--- src/rtl/sha512_pkg.sv ---
// ----------------------------------------------------------------------------
// sha512_pkg
// Shared types, constants and round functions for the SHA-512 hash engine.
// ----------------------------------------------------------------------------
package sha512_pkg;

    localparam int WordW  = 64;
    localparam int Rounds = 80;
    localparam int QDepth = 4;
    localparam int QPtrW  = 2;

    localparam logic [7:0] PadByte   = 8'h80;
    localparam logic [6:0] PadLimit  = 7'd112;

    typedef logic [WordW-1:0] word_t;

    // one queue entry from the front part to the back part
    typedef struct packed {
        logic [7:0] data_byte;
        logic       has_byte;
        logic       last;
    } item_t;

    function automatic word_t init_hash(input logic [2:0] idx);
        word_t h;
        begin
            case (idx)
                3'd0: h = 64'h6A09E667F3BCC908;
                3'd1: h = 64'hBB67AE8584CAA73B;
                3'd2: h = 64'h3C6EF372FE94F82B;
                3'd3: h = 64'hA54FF53A5F1D36F1;
                3'd4: h = 64'h510E527FADE682D1;
                3'd5: h = 64'h9B05688C2B3E6C1F;
                3'd6: h = 64'h1F83D9ABFB41BD6B;
                default: h = 64'h5BE0CD19137E2179;
            endcase
            return h;
        end
    endfunction

    function automatic word_t round_k(input logic [6:0] t);
        word_t k;
        begin
            case (t)
                7'd0: k = 64'h428a2f98d728ae22;  7'd1: k = 64'h7137449123ef65cd;
                7'd2: k = 64'hb5c0fbcfec4d3b2f;  7'd3: k = 64'he9b5dba58189dbbc;
                7'd4: k = 64'h3956c25bf348b538;  7'd5: k = 64'h59f111f1b605d019;
                7'd6: k = 64'h923f82a4af194f9b;  7'd7: k = 64'hab1c5ed5da6d8118;
                7'd8: k = 64'hd807aa98a3030242;  7'd9: k = 64'h12835b0145706fbe;
                7'd10: k = 64'h243185be4ee4b28c; 7'd11: k = 64'h550c7dc3d5ffb4e2;
                7'd12: k = 64'h72be5d74f27b896f; 7'd13: k = 64'h80deb1fe3b1696b1;
                7'd14: k = 64'h9bdc06a725c71235; 7'd15: k = 64'hc19bf174cf692694;
                7'd16: k = 64'he49b69c19ef14ad2; 7'd17: k = 64'hefbe4786384f25e3;
                7'd18: k = 64'h0fc19dc68b8cd5b5; 7'd19: k = 64'h240ca1cc77ac9c65;
                7'd20: k = 64'h2de92c6f592b0275; 7'd21: k = 64'h4a7484aa6ea6e483;
                7'd22: k = 64'h5cb0a9dcbd41fbd4; 7'd23: k = 64'h76f988da831153b5;
                7'd24: k = 64'h983e5152ee66dfab; 7'd25: k = 64'ha831c66d2db43210;
                7'd26: k = 64'hb00327c898fb213f; 7'd27: k = 64'hbf597fc7beef0ee4;
                7'd28: k = 64'hc6e00bf33da88fc2; 7'd29: k = 64'hd5a79147930aa725;
                7'd30: k = 64'h06ca6351e003826f; 7'd31: k = 64'h142929670a0e6e70;
                7'd32: k = 64'h27b70a8546d22ffc; 7'd33: k = 64'h2e1b21385c26c926;
                7'd34: k = 64'h4d2c6dfc5ac42aed; 7'd35: k = 64'h53380d139d95b3df;
                7'd36: k = 64'h650a73548baf63de; 7'd37: k = 64'h766a0abb3c77b2a8;
                7'd38: k = 64'h81c2c92e47edaee6; 7'd39: k = 64'h92722c851482353b;
                7'd40: k = 64'ha2bfe8a14cf10364; 7'd41: k = 64'ha81a664bbc423001;
                7'd42: k = 64'hc24b8b70d0f89791; 7'd43: k = 64'hc76c51a30654be30;
                7'd44: k = 64'hd192e819d6ef5218; 7'd45: k = 64'hd69906245565a910;
                7'd46: k = 64'hf40e35855771202a; 7'd47: k = 64'h106aa07032bbd1b8;
                7'd48: k = 64'h19a4c116b8d2d0c8; 7'd49: k = 64'h1e376c085141ab53;
                7'd50: k = 64'h2748774cdf8eeb99; 7'd51: k = 64'h34b0bcb5e19b48a8;
                7'd52: k = 64'h391c0cb3c5c95a63; 7'd53: k = 64'h4ed8aa4ae3418acb;
                7'd54: k = 64'h5b9cca4f7763e373; 7'd55: k = 64'h682e6ff3d6b2b8a3;
                7'd56: k = 64'h748f82ee5defb2fc; 7'd57: k = 64'h78a5636f43172f60;
                7'd58: k = 64'h84c87814a1f0ab72; 7'd59: k = 64'h8cc702081a6439ec;
                7'd60: k = 64'h90befffa23631e28; 7'd61: k = 64'ha4506cebde82bde9;
                7'd62: k = 64'hbef9a3f7b2c67915; 7'd63: k = 64'hc67178f2e372532b;
                7'd64: k = 64'hca273eceea26619c; 7'd65: k = 64'hd186b8c721c0c207;
                7'd66: k = 64'heada7dd6cde0eb1e; 7'd67: k = 64'hf57d4f7fee6ed178;
                7'd68: k = 64'h06f067aa72176fba; 7'd69: k = 64'h0a637dc5a2c898a6;
                7'd70: k = 64'h113f9804bef90dae; 7'd71: k = 64'h1b710b35131c471b;
                7'd72: k = 64'h28db77f523047d84; 7'd73: k = 64'h32caab7b40c72493;
                7'd74: k = 64'h3c9ebe0a15c9bebc; 7'd75: k = 64'h431d67c49c100d4c;
                7'd76: k = 64'h4cc5d4becb3e42b6; 7'd77: k = 64'h597f299cfc657e2a;
                7'd78: k = 64'h5fcb6fab3ad6faec; 7'd79: k = 64'h6c44198c4a475817;
                default: k = '0;
            endcase
            return k;
        end
    endfunction

    function automatic word_t rotr(input word_t x, input int n);
        return (x >> n) | (x << (WordW - n));
    endfunction

endpackage

--- src/rtl/sha512_if.sv ---
// ----------------------------------------------------------------------------
// sha512_in_if / sha512_out_if
// Valid/ready channels for message bytes and digest words.
// ----------------------------------------------------------------------------
interface sha512_in_if;
    logic       valid;
    logic       ready;
    logic [7:0] data_byte;
    logic       has_byte;
    logic       last;
    modport source (output valid, data_byte, has_byte, last, input ready);
    modport sink   (input valid, data_byte, has_byte, last, output ready);
endinterface


--- src/rtl/sha512_front.sv ---
// ----------------------------------------------------------------------------
// sha512_front
// Input stage: takes byte beats into a short queue for the core.
// ----------------------------------------------------------------------------
module sha512_front
    import sha512_pkg::*;
(
    input  logic         clk,
    input  logic         rst_n,
    sha512_in_if.sink    in_ch,
    output logic         q_valid,
    output item_t        q_item,
    input  logic         q_pop
);
    item_t            mem_reg [QDepth];
    logic [QPtrW-1:0] wr_ptr_reg, rd_ptr_reg;
    logic [QPtrW:0]   cnt_reg;
    logic             push;

    assign in_ch.ready = (cnt_reg != (QPtrW+1)'(QDepth)) ? 1'b1 : 1'b0;
    assign push        = in_ch.valid && in_ch.ready;
    assign q_valid     = (cnt_reg != '0);
    assign q_item      = mem_reg[rd_ptr_reg];

    // queue storage
    always_ff @(posedge clk)
    begin
        if (push)
        begin
            mem_reg[wr_ptr_reg] <= '{in_ch.data_byte, in_ch.has_byte, in_ch.last};
        end
    end

    // pointers and count
    always_ff @(posedge clk or negedge rst_n)
    begin
        if (!rst_n)
        begin
            wr_ptr_reg <= '0;
            rd_ptr_reg <= '0;
            cnt_reg    <= '0;
        end
        else
        begin
            if (push)
                wr_ptr_reg <= wr_ptr_reg + 1'b1;
            if (q_pop)
                rd_ptr_reg <= rd_ptr_reg + 1'b1;
            cnt_reg <= cnt_reg + {2'b0, push} - {2'b0, q_pop};
        end
    end
endmodule

--- src/flat_wrapper.sv ---
// flat-port wrapper written by rule: the top's interface ports become plain ports
module sha512_front_flat import sha512_pkg::*;
  (clk, rst_n, q_valid, q_item, q_pop, in_ch_valid, in_ch_data_byte, in_ch_has_byte, in_ch_last, in_ch_ready);
  sha512_in_if in_ch_i ();
  input  logic clk;
  input  logic rst_n;
  output logic q_valid;
  output item_t q_item;
  input  logic q_pop;
  input wire logic [$bits(in_ch_i.valid)-1:0] in_ch_valid;
  input wire logic [$bits(in_ch_i.data_byte)-1:0] in_ch_data_byte;
  input wire logic [$bits(in_ch_i.has_byte)-1:0] in_ch_has_byte;
  input wire logic [$bits(in_ch_i.last)-1:0] in_ch_last;
  output wire logic [$bits(in_ch_i.ready)-1:0] in_ch_ready;
  assign in_ch_i.valid = in_ch_valid;
  assign in_ch_i.data_byte = in_ch_data_byte;
  assign in_ch_i.has_byte = in_ch_has_byte;
  assign in_ch_i.last = in_ch_last;
  assign in_ch_ready = in_ch_i.ready;
  sha512_front u_core (.clk(clk), .rst_n(rst_n), .in_ch(in_ch_i), .q_valid(q_valid), .q_item(q_item), .q_pop(q_pop));
endmodule
--- config.mk ---
export PLATFORM = sky130hd
export DESIGN_NAME = sha512_front_flat
export DESIGN_NICKNAME = d
export VERILOG_FILES = /design/src/rtl/sha512_pkg.sv /design/src/rtl/sha512_if.sv /design/src/rtl/sha512_front.sv /design/src/flat_wrapper.sv
export SDC_FILE = /design/constraint.sdc
export NUM_CORES = 1
export LEC_CHECK = 0
export ABC_AREA = 1
export BUFFER_PORTS_ARGS = -buffer_cell sky130_fd_sc_hd__buf_2
export CORE_MARGIN = 8
export CORE_UTILIZATION = 51
export DETAILED_ROUTE_END_ITERATION = 6
export HOLD_SLACK_MARGIN = 0.12
export PLACE_DENSITY_LB_ADDON = 0.3
export RECOVER_POWER = 50
export SETUP_SLACK_MARGIN = 0.05
export SKIP_LAST_GASP = 1
export SLEW_MARGIN = 40
export SYNTH_ARGS = -nofsm -noshare
export SYNTH_HDL_FRONTEND = slang
export SYNTH_SLANG_ARGS = --single-unit
--- constraint.sdc ---
create_clock -name clk -period 1.6 [get_ports clk]
set_clock_uncertainty 0.05 [all_clocks]
set_input_delay 0.32 -clock clk [delete_from_list [all_inputs] [get_ports clk]]
set_output_delay 0.32 -clock clk [all_outputs]
set_load 0.01 [all_outputs]
### Word-level counts from Yosys, hierarchy flattened

Memories as Yosys holds them, arrays and structs flattened.
Cells that the tools add are included.
W data, S select, Z words.

* bits in registers: 7
* RAM bits: 40
* input port bits: 14
* output and inout port bits: 12
* logic and storage cells: 14
* memories kept: 1

Memory list
* u_core.mem_reg: words 4, bits a word 10, rd ports 1, clocked after Yosys merged registers in 0, write ports 1, line sha512_front.sv:15 `item_t mem_reg [QDepth];`

* add/subtract/negate cells: 4
* eq/ne operators: 1
* multiplexer cells: 3
* reduce and logical (&&, ||, !) cells: 2

Operator list (count)
* $add A2 B1 Y2 const B: 2
* $add A3 B1 Y3: 1
* $mux W1: 3
* $ne A3 B3 Y1 const B: 1
* $reduce_bool A3 Y1: 1
* $sub A3 B1 Y3: 1
* $logic_and A1 B1 Y1: 1

### Logic depth before layout (Yosys ltp)

* depth in word-level cells: 5
* gate-level depth with buffers: 10
* gate-level depth less buffers: 10

### Worst setup path after synthesis

No wires, ideal clock.

* kind: register to register
* start: register u_core.cnt_reg[1]
* end: register u_core.cnt_reg[1]
* library setup time: 64 ps
* arrival time: 1502 ps
* data required time: 1486 ps
* slack: -16 ps
* stages on the path, launching flop included: 9
* path buffers: 0
* period minus slack after synthesis: 1616 ps
* cell sequence: dfrtp_1 -> nor2_1 -> nand2_2 -> nand2_4 -> inv_1 -> ha_1 -> inv_1 -> fa_1 -> inv_1

* cells in the longest elaborated chain, start to end: 5

RTL lines
* start, declared: line sha512_front.sv:17 `logic [QPtrW:0] cnt_reg;`
* start signal, assigned: line sha512_front.sv:49 `cnt_reg <= cnt_reg + {2'b0, push} - {2'b0, q_pop};`
* $ne A3 B3 Y1: line sha512_front.sv:20 `assign in_ch.ready = (cnt_reg != (QPtrW+1)'(QDepth)) ? 1'b1 : 1'b0;`
* $mux W1: line sha512_front.sv:20
* via in_ch_ready: line flat_wrapper.sv:14 `output wire logic [$bits(in_ch_i.ready)-1:0] in_ch_ready;`
* $logic_and A1 B1 Y1: line sha512_front.sv:21 `assign push = in_ch.valid && in_ch.ready;`
* via u_core.push: line sha512_front.sv:18 `logic push;`
* $add A3 B1 Y3: line sha512_front.sv:49
* $sub A3 B1 Y3: line sha512_front.sv:49

The timed path passes the listed nets, and every way through them passes these cells.
A chain may end at the register's enable or synchronous reset.

==> metrics list <==
- Dividing total power by cell area gives a power density of 1840 nW/um^2.
- The final layout contains 232 nets.
- Complex-gate fraction of the synthesized area: 7.80%
* Number of global-route vias before repair: 1,311
- Flop pwr share: 38.7%
* Diode insertion count for antenna repair: 0
- Number of buffers inserted during clock tree synthesis: 5
- Synthesis produced a netlist with a net count of 190.
* Total number of yosys warnings: 0
- Fraction of final layout cells with drive strength greater than 1: 25.0%
- Summed over all cells, the static leakage comes to 0.00107 uW.
- Net switching is 35.1% of the power.
- Summed over all nets, the switching power comes to 1600 uW.
* Worst Path Class, Setup: reg2out
- Global routing finished with a remaining overflow of 0.
* Via total after detailed routing: 1,289
- Final WS setup: -0.0812 ns
- The number of antenna violations at the first check in global routing was 0.
- Simple-Gate Fraction of Synth Area: 9.99%
- Yosys mapped the design onto 16 distinct sky130hd cell types.
- Across every metal layer, demand over resource in global routing totals 12.5%.
* Crit-path max FO: 42
* Largest net degree at the start of global routing: 43
* Die H: 79.5 um
- Sequential-to-total area share from yosys stat: 67.0%
- RSZ-0062 raised after global routing: true
- Worst slew margin relative to its limit: 87.8%
* Share of cell area taken by muxes after synthesis: 0%
- Synth Instances: 169
- Number of DRC violations after detailed-routing iteration 0: 51
- Dividing the detail-routed via count by the number of cells gives 4.92.
- By area, the combinational part of the netlist is dominated by simple AND/OR/NAND/NOR gates.
* Synth Area in XOR/XNOR: 0.853%
- Final period utilization: 105%
- H-tree levels: 2
* Post-synthesis register bit count: 47
- Total half-perimeter wirelength after legalization and detailed placement: 2620 um
* Average cell area after synthesis: 12.2 sq um
* Sink Count: 47
- Crit path DAT: 1.31 ns
- Total I/O pin count: 26
- Number of input and output port buffers inserted: 25
- Number of max-cap violations: 0
* Initial core utilization: 52.1%
* Antenna violation net count after detailed routing: 0
* Pre-CTS setup slack: -0.0838 ns
- Clock power frac: 19.5%
- The root buffer cell chosen for the clock tree is sky130_fd_sc_hd__clkbuf_8.
* Violated checks: negative setup slack
- Final Wtd Congestion: 0.781
- Layout overhead on the synthesized area: 20.6%
- Total negative setup slack: -0.481 ns
- For the pin with the worst max-slew slack, the measured transition is 0.183 ns.
- The min-delay analysis places its worst path in the category in2reg.
- Data required time of the critical path: 1.23 ns
- Counting flops with an async set or reset pin after synthesis yields a share of 14.9%.
- Fill cell count: 299
- Critical Path Source Type: flip-flop
- The internal portion of the total power is 2960 uW.
* Total wire length after detailed routing: 3700 um
* Post-synthesis instance area: 2050 sq um
- Synthesized-area fraction occupied by adder cells: 4.63%
- Run status: complete, but fails checks
- In the synthesized netlist the dominant register cell turns out to be sky130_fd_sc_hd__edfxtp_1.
- Length of the first detailed-routing pass in iterations: 4
- The die covers 6320 sq um.
- In this run, synthesis inferred 40 flip-flops with an integrated enable.
- Global-route wire length before repair: 6000 um
* Worst Setup End Kind: output pin
- Clock-pin slew was measured on the worst setup and hold paths at 0.08 ns.
* Setup Viol. Count Final: 11
- The routed design could run at a clock period as short as 1.68 ns.
* Routed length per instance: 14.1 um
- Post-detailed-route DRC marker count: 0
* Final max-slew violation count: 0
- TritonCTS clock tree: done
* Std-Cell Rows: 23
- The register with the most flip-flops in the layout has 40 of them.
- Width of the die: 79.5 um
* Number of hold-slack violations in the final timing report: 0
- The total area inside the core boundary comes to 3940 sq um.
- In this run the deepest clock path goes through 2 buffers.
* Clock latency at the later pin of the worst-skew pair: 0.29 ns
- The share of total power dissipated in combinational logic is 41.8%.
- The worst-case IR drop observed on VDD is 1.24 mV.
* Max Freq: 595 MHz
cells by family after synthesis:
family	after synthesis
simple gates	51
compound gates	20
xor+xnor	2
fa+ha+maj	7
buf+inv	42
flops	47
final timing paths:
| check | from | to | cells past startpoint | slack [ns] |
|---|---|---|---|---|
| max in group asynchronous | rst_n | u_core.rd_ptr_reg[1] | 2 | 1.00 |
| max reg2reg | u_core.cnt_reg[0] | u_core.cnt_reg[1] | 7 | -0.01 |
| min in group asynchronous | rst_n | u_core.wr_ptr_reg[0] | 2 | 0.34 |
| max | u_core.rd_ptr_reg[0] | q_item[5] | 4 | -0.08 |
| min reg2reg | u_core.wr_ptr_reg[1] | u_core.wr_ptr_reg[1] | 2 | 0.52 |
| min | in_ch_data_byte[4] | u_core.mem_reg[2][6] | 1 | 0.23 |
placed cells by master, fill, tap and decap left out, types with 2 or more instances in the layout:
cell type and count:
sky130_fd_sc_hd__inv_2 3, sky130_fd_sc_hd__xor2_1 2, sky130_fd_sc_hd__inv_1 30, sky130_fd_sc_hd__inv_4 2, sky130_fd_sc_hd__clkbuf_8 6, sky130_fd_sc_hd__edfxtp_1 40, sky130_fd_sc_hd__nor2_1 4, sky130_fd_sc_hd__buf_2 15
sky130_fd_sc_hd__ha_4 2, sky130_fd_sc_hd__nand3_1 2, sky130_fd_sc_hd__dfrtp_1 7, sky130_fd_sc_hd__clkbuf_1 10, sky130_fd_sc_hd__o211ai_1 18, sky130_fd_sc_hd__ha_1 4, sky130_fd_sc_hd__o211ai_2 2, sky130_fd_sc_hd__buf_12 2
sky130_fd_sc_hd__nand2_1 41, sky130_fd_sc_hd__buf_4 14
critical path: stages, from the launching register on:
cell and delay, ns:
sky130_fd_sc_hd__dfrtp_1 0.40, sky130_fd_sc_hd__buf_12 0.18, sky130_fd_sc_hd__o211ai_1 0.20, sky130_fd_sc_hd__nand2_1 0.09, sky130_fd_sc_hd__buf_2 0.14
final cells by class:
cell class                      instances  area [sq um]  share of cell area [%]
Multi-Input combinational cell         80           513                    20.7
Timing Repair Buffer                   42           268                    10.8
Inverter                               35           136                    5.51
Clock inverter                          2          38.8                    1.57
Tap cell                               50          62.6                    2.53
Sequential cell                        47          1380                    55.6
Clock buffer                            6          82.6                    3.33
power groups by stage:
stage	combinational [uW]	clock (uW)	sequential, uW
floorplan	1170	0	1760
global placement	1710	0	1770
detailed placement	1800	0	1790
CTS	1820	907	1760
global route	2130	957	1780
finish	1900	890	1760
per-layer routing:
metal | part of all wire, % | track usage (%) | vias up
met1 | 39 | 12.5 | 609
met2 | 54 | 23.4 | 32
met3 | 4.8 | 3.38 | 10
li1 | - | - | 638
met5 | 0 | 0 | -
met4 | 2.4 | 5.74 | 0
Yosys cell counts, types with 2 or more instances:
cell	instances	area share (%)
sky130_fd_sc_hd__buf_2	2	0.49
sky130_fd_sc_hd__o211ai_1	18	6.6
sky130_fd_sc_hd__nand3_1	3	0.73
sky130_fd_sc_hd__nand2_1	41	7.5
sky130_fd_sc_hd__buf_6	4	2.2
sky130_fd_sc_hd__edfxtp_1	40	58
sky130_fd_sc_hd__nor2_1	5	0.91
sky130_fd_sc_hd__xor2_1	2	0.85
sky130_fd_sc_hd__ha_1	6	3.7
sky130_fd_sc_hd__o211ai_2	2	1.2
sky130_fd_sc_hd__dfrtp_1	7	8.5
sky130_fd_sc_hd__inv_1	35	6.4
metrics by stage:
| step | instances | hold slack [ns] | area, sq um | total power (uW) | util (%) |
|---|---|---|---|---|---|
| after floorplan | 169 | -0.0256 | 2060 | 2940 | - |
| after global placement | 251 | 0.107 | 2310 | 3480 | 58.5 |
| after detailed placement | 251 | 0.117 | 2310 | 3590 | 58.5 |
| after CTS | 260 | 0.177 | 2440 | 4490 | 61.9 |
| after global routing | 262 | 0.233 | 2480 | 4870 | 62.8 |
| final | 262 | 0.226 | 2480 | 4560 | 62.8 |
what timing repair did:
action                                  4_1_cts  5_1_grt
pin swaps                                     1        6
endpoints found under the setup margin       12       12
hold buffers                                  1        0
gates resized for setup                       1       11
endpoints found under the hold margin         7        0
buffers inserted                              0        2
gates cloned                                  0        0
Power figures use the tool's default switching activity.
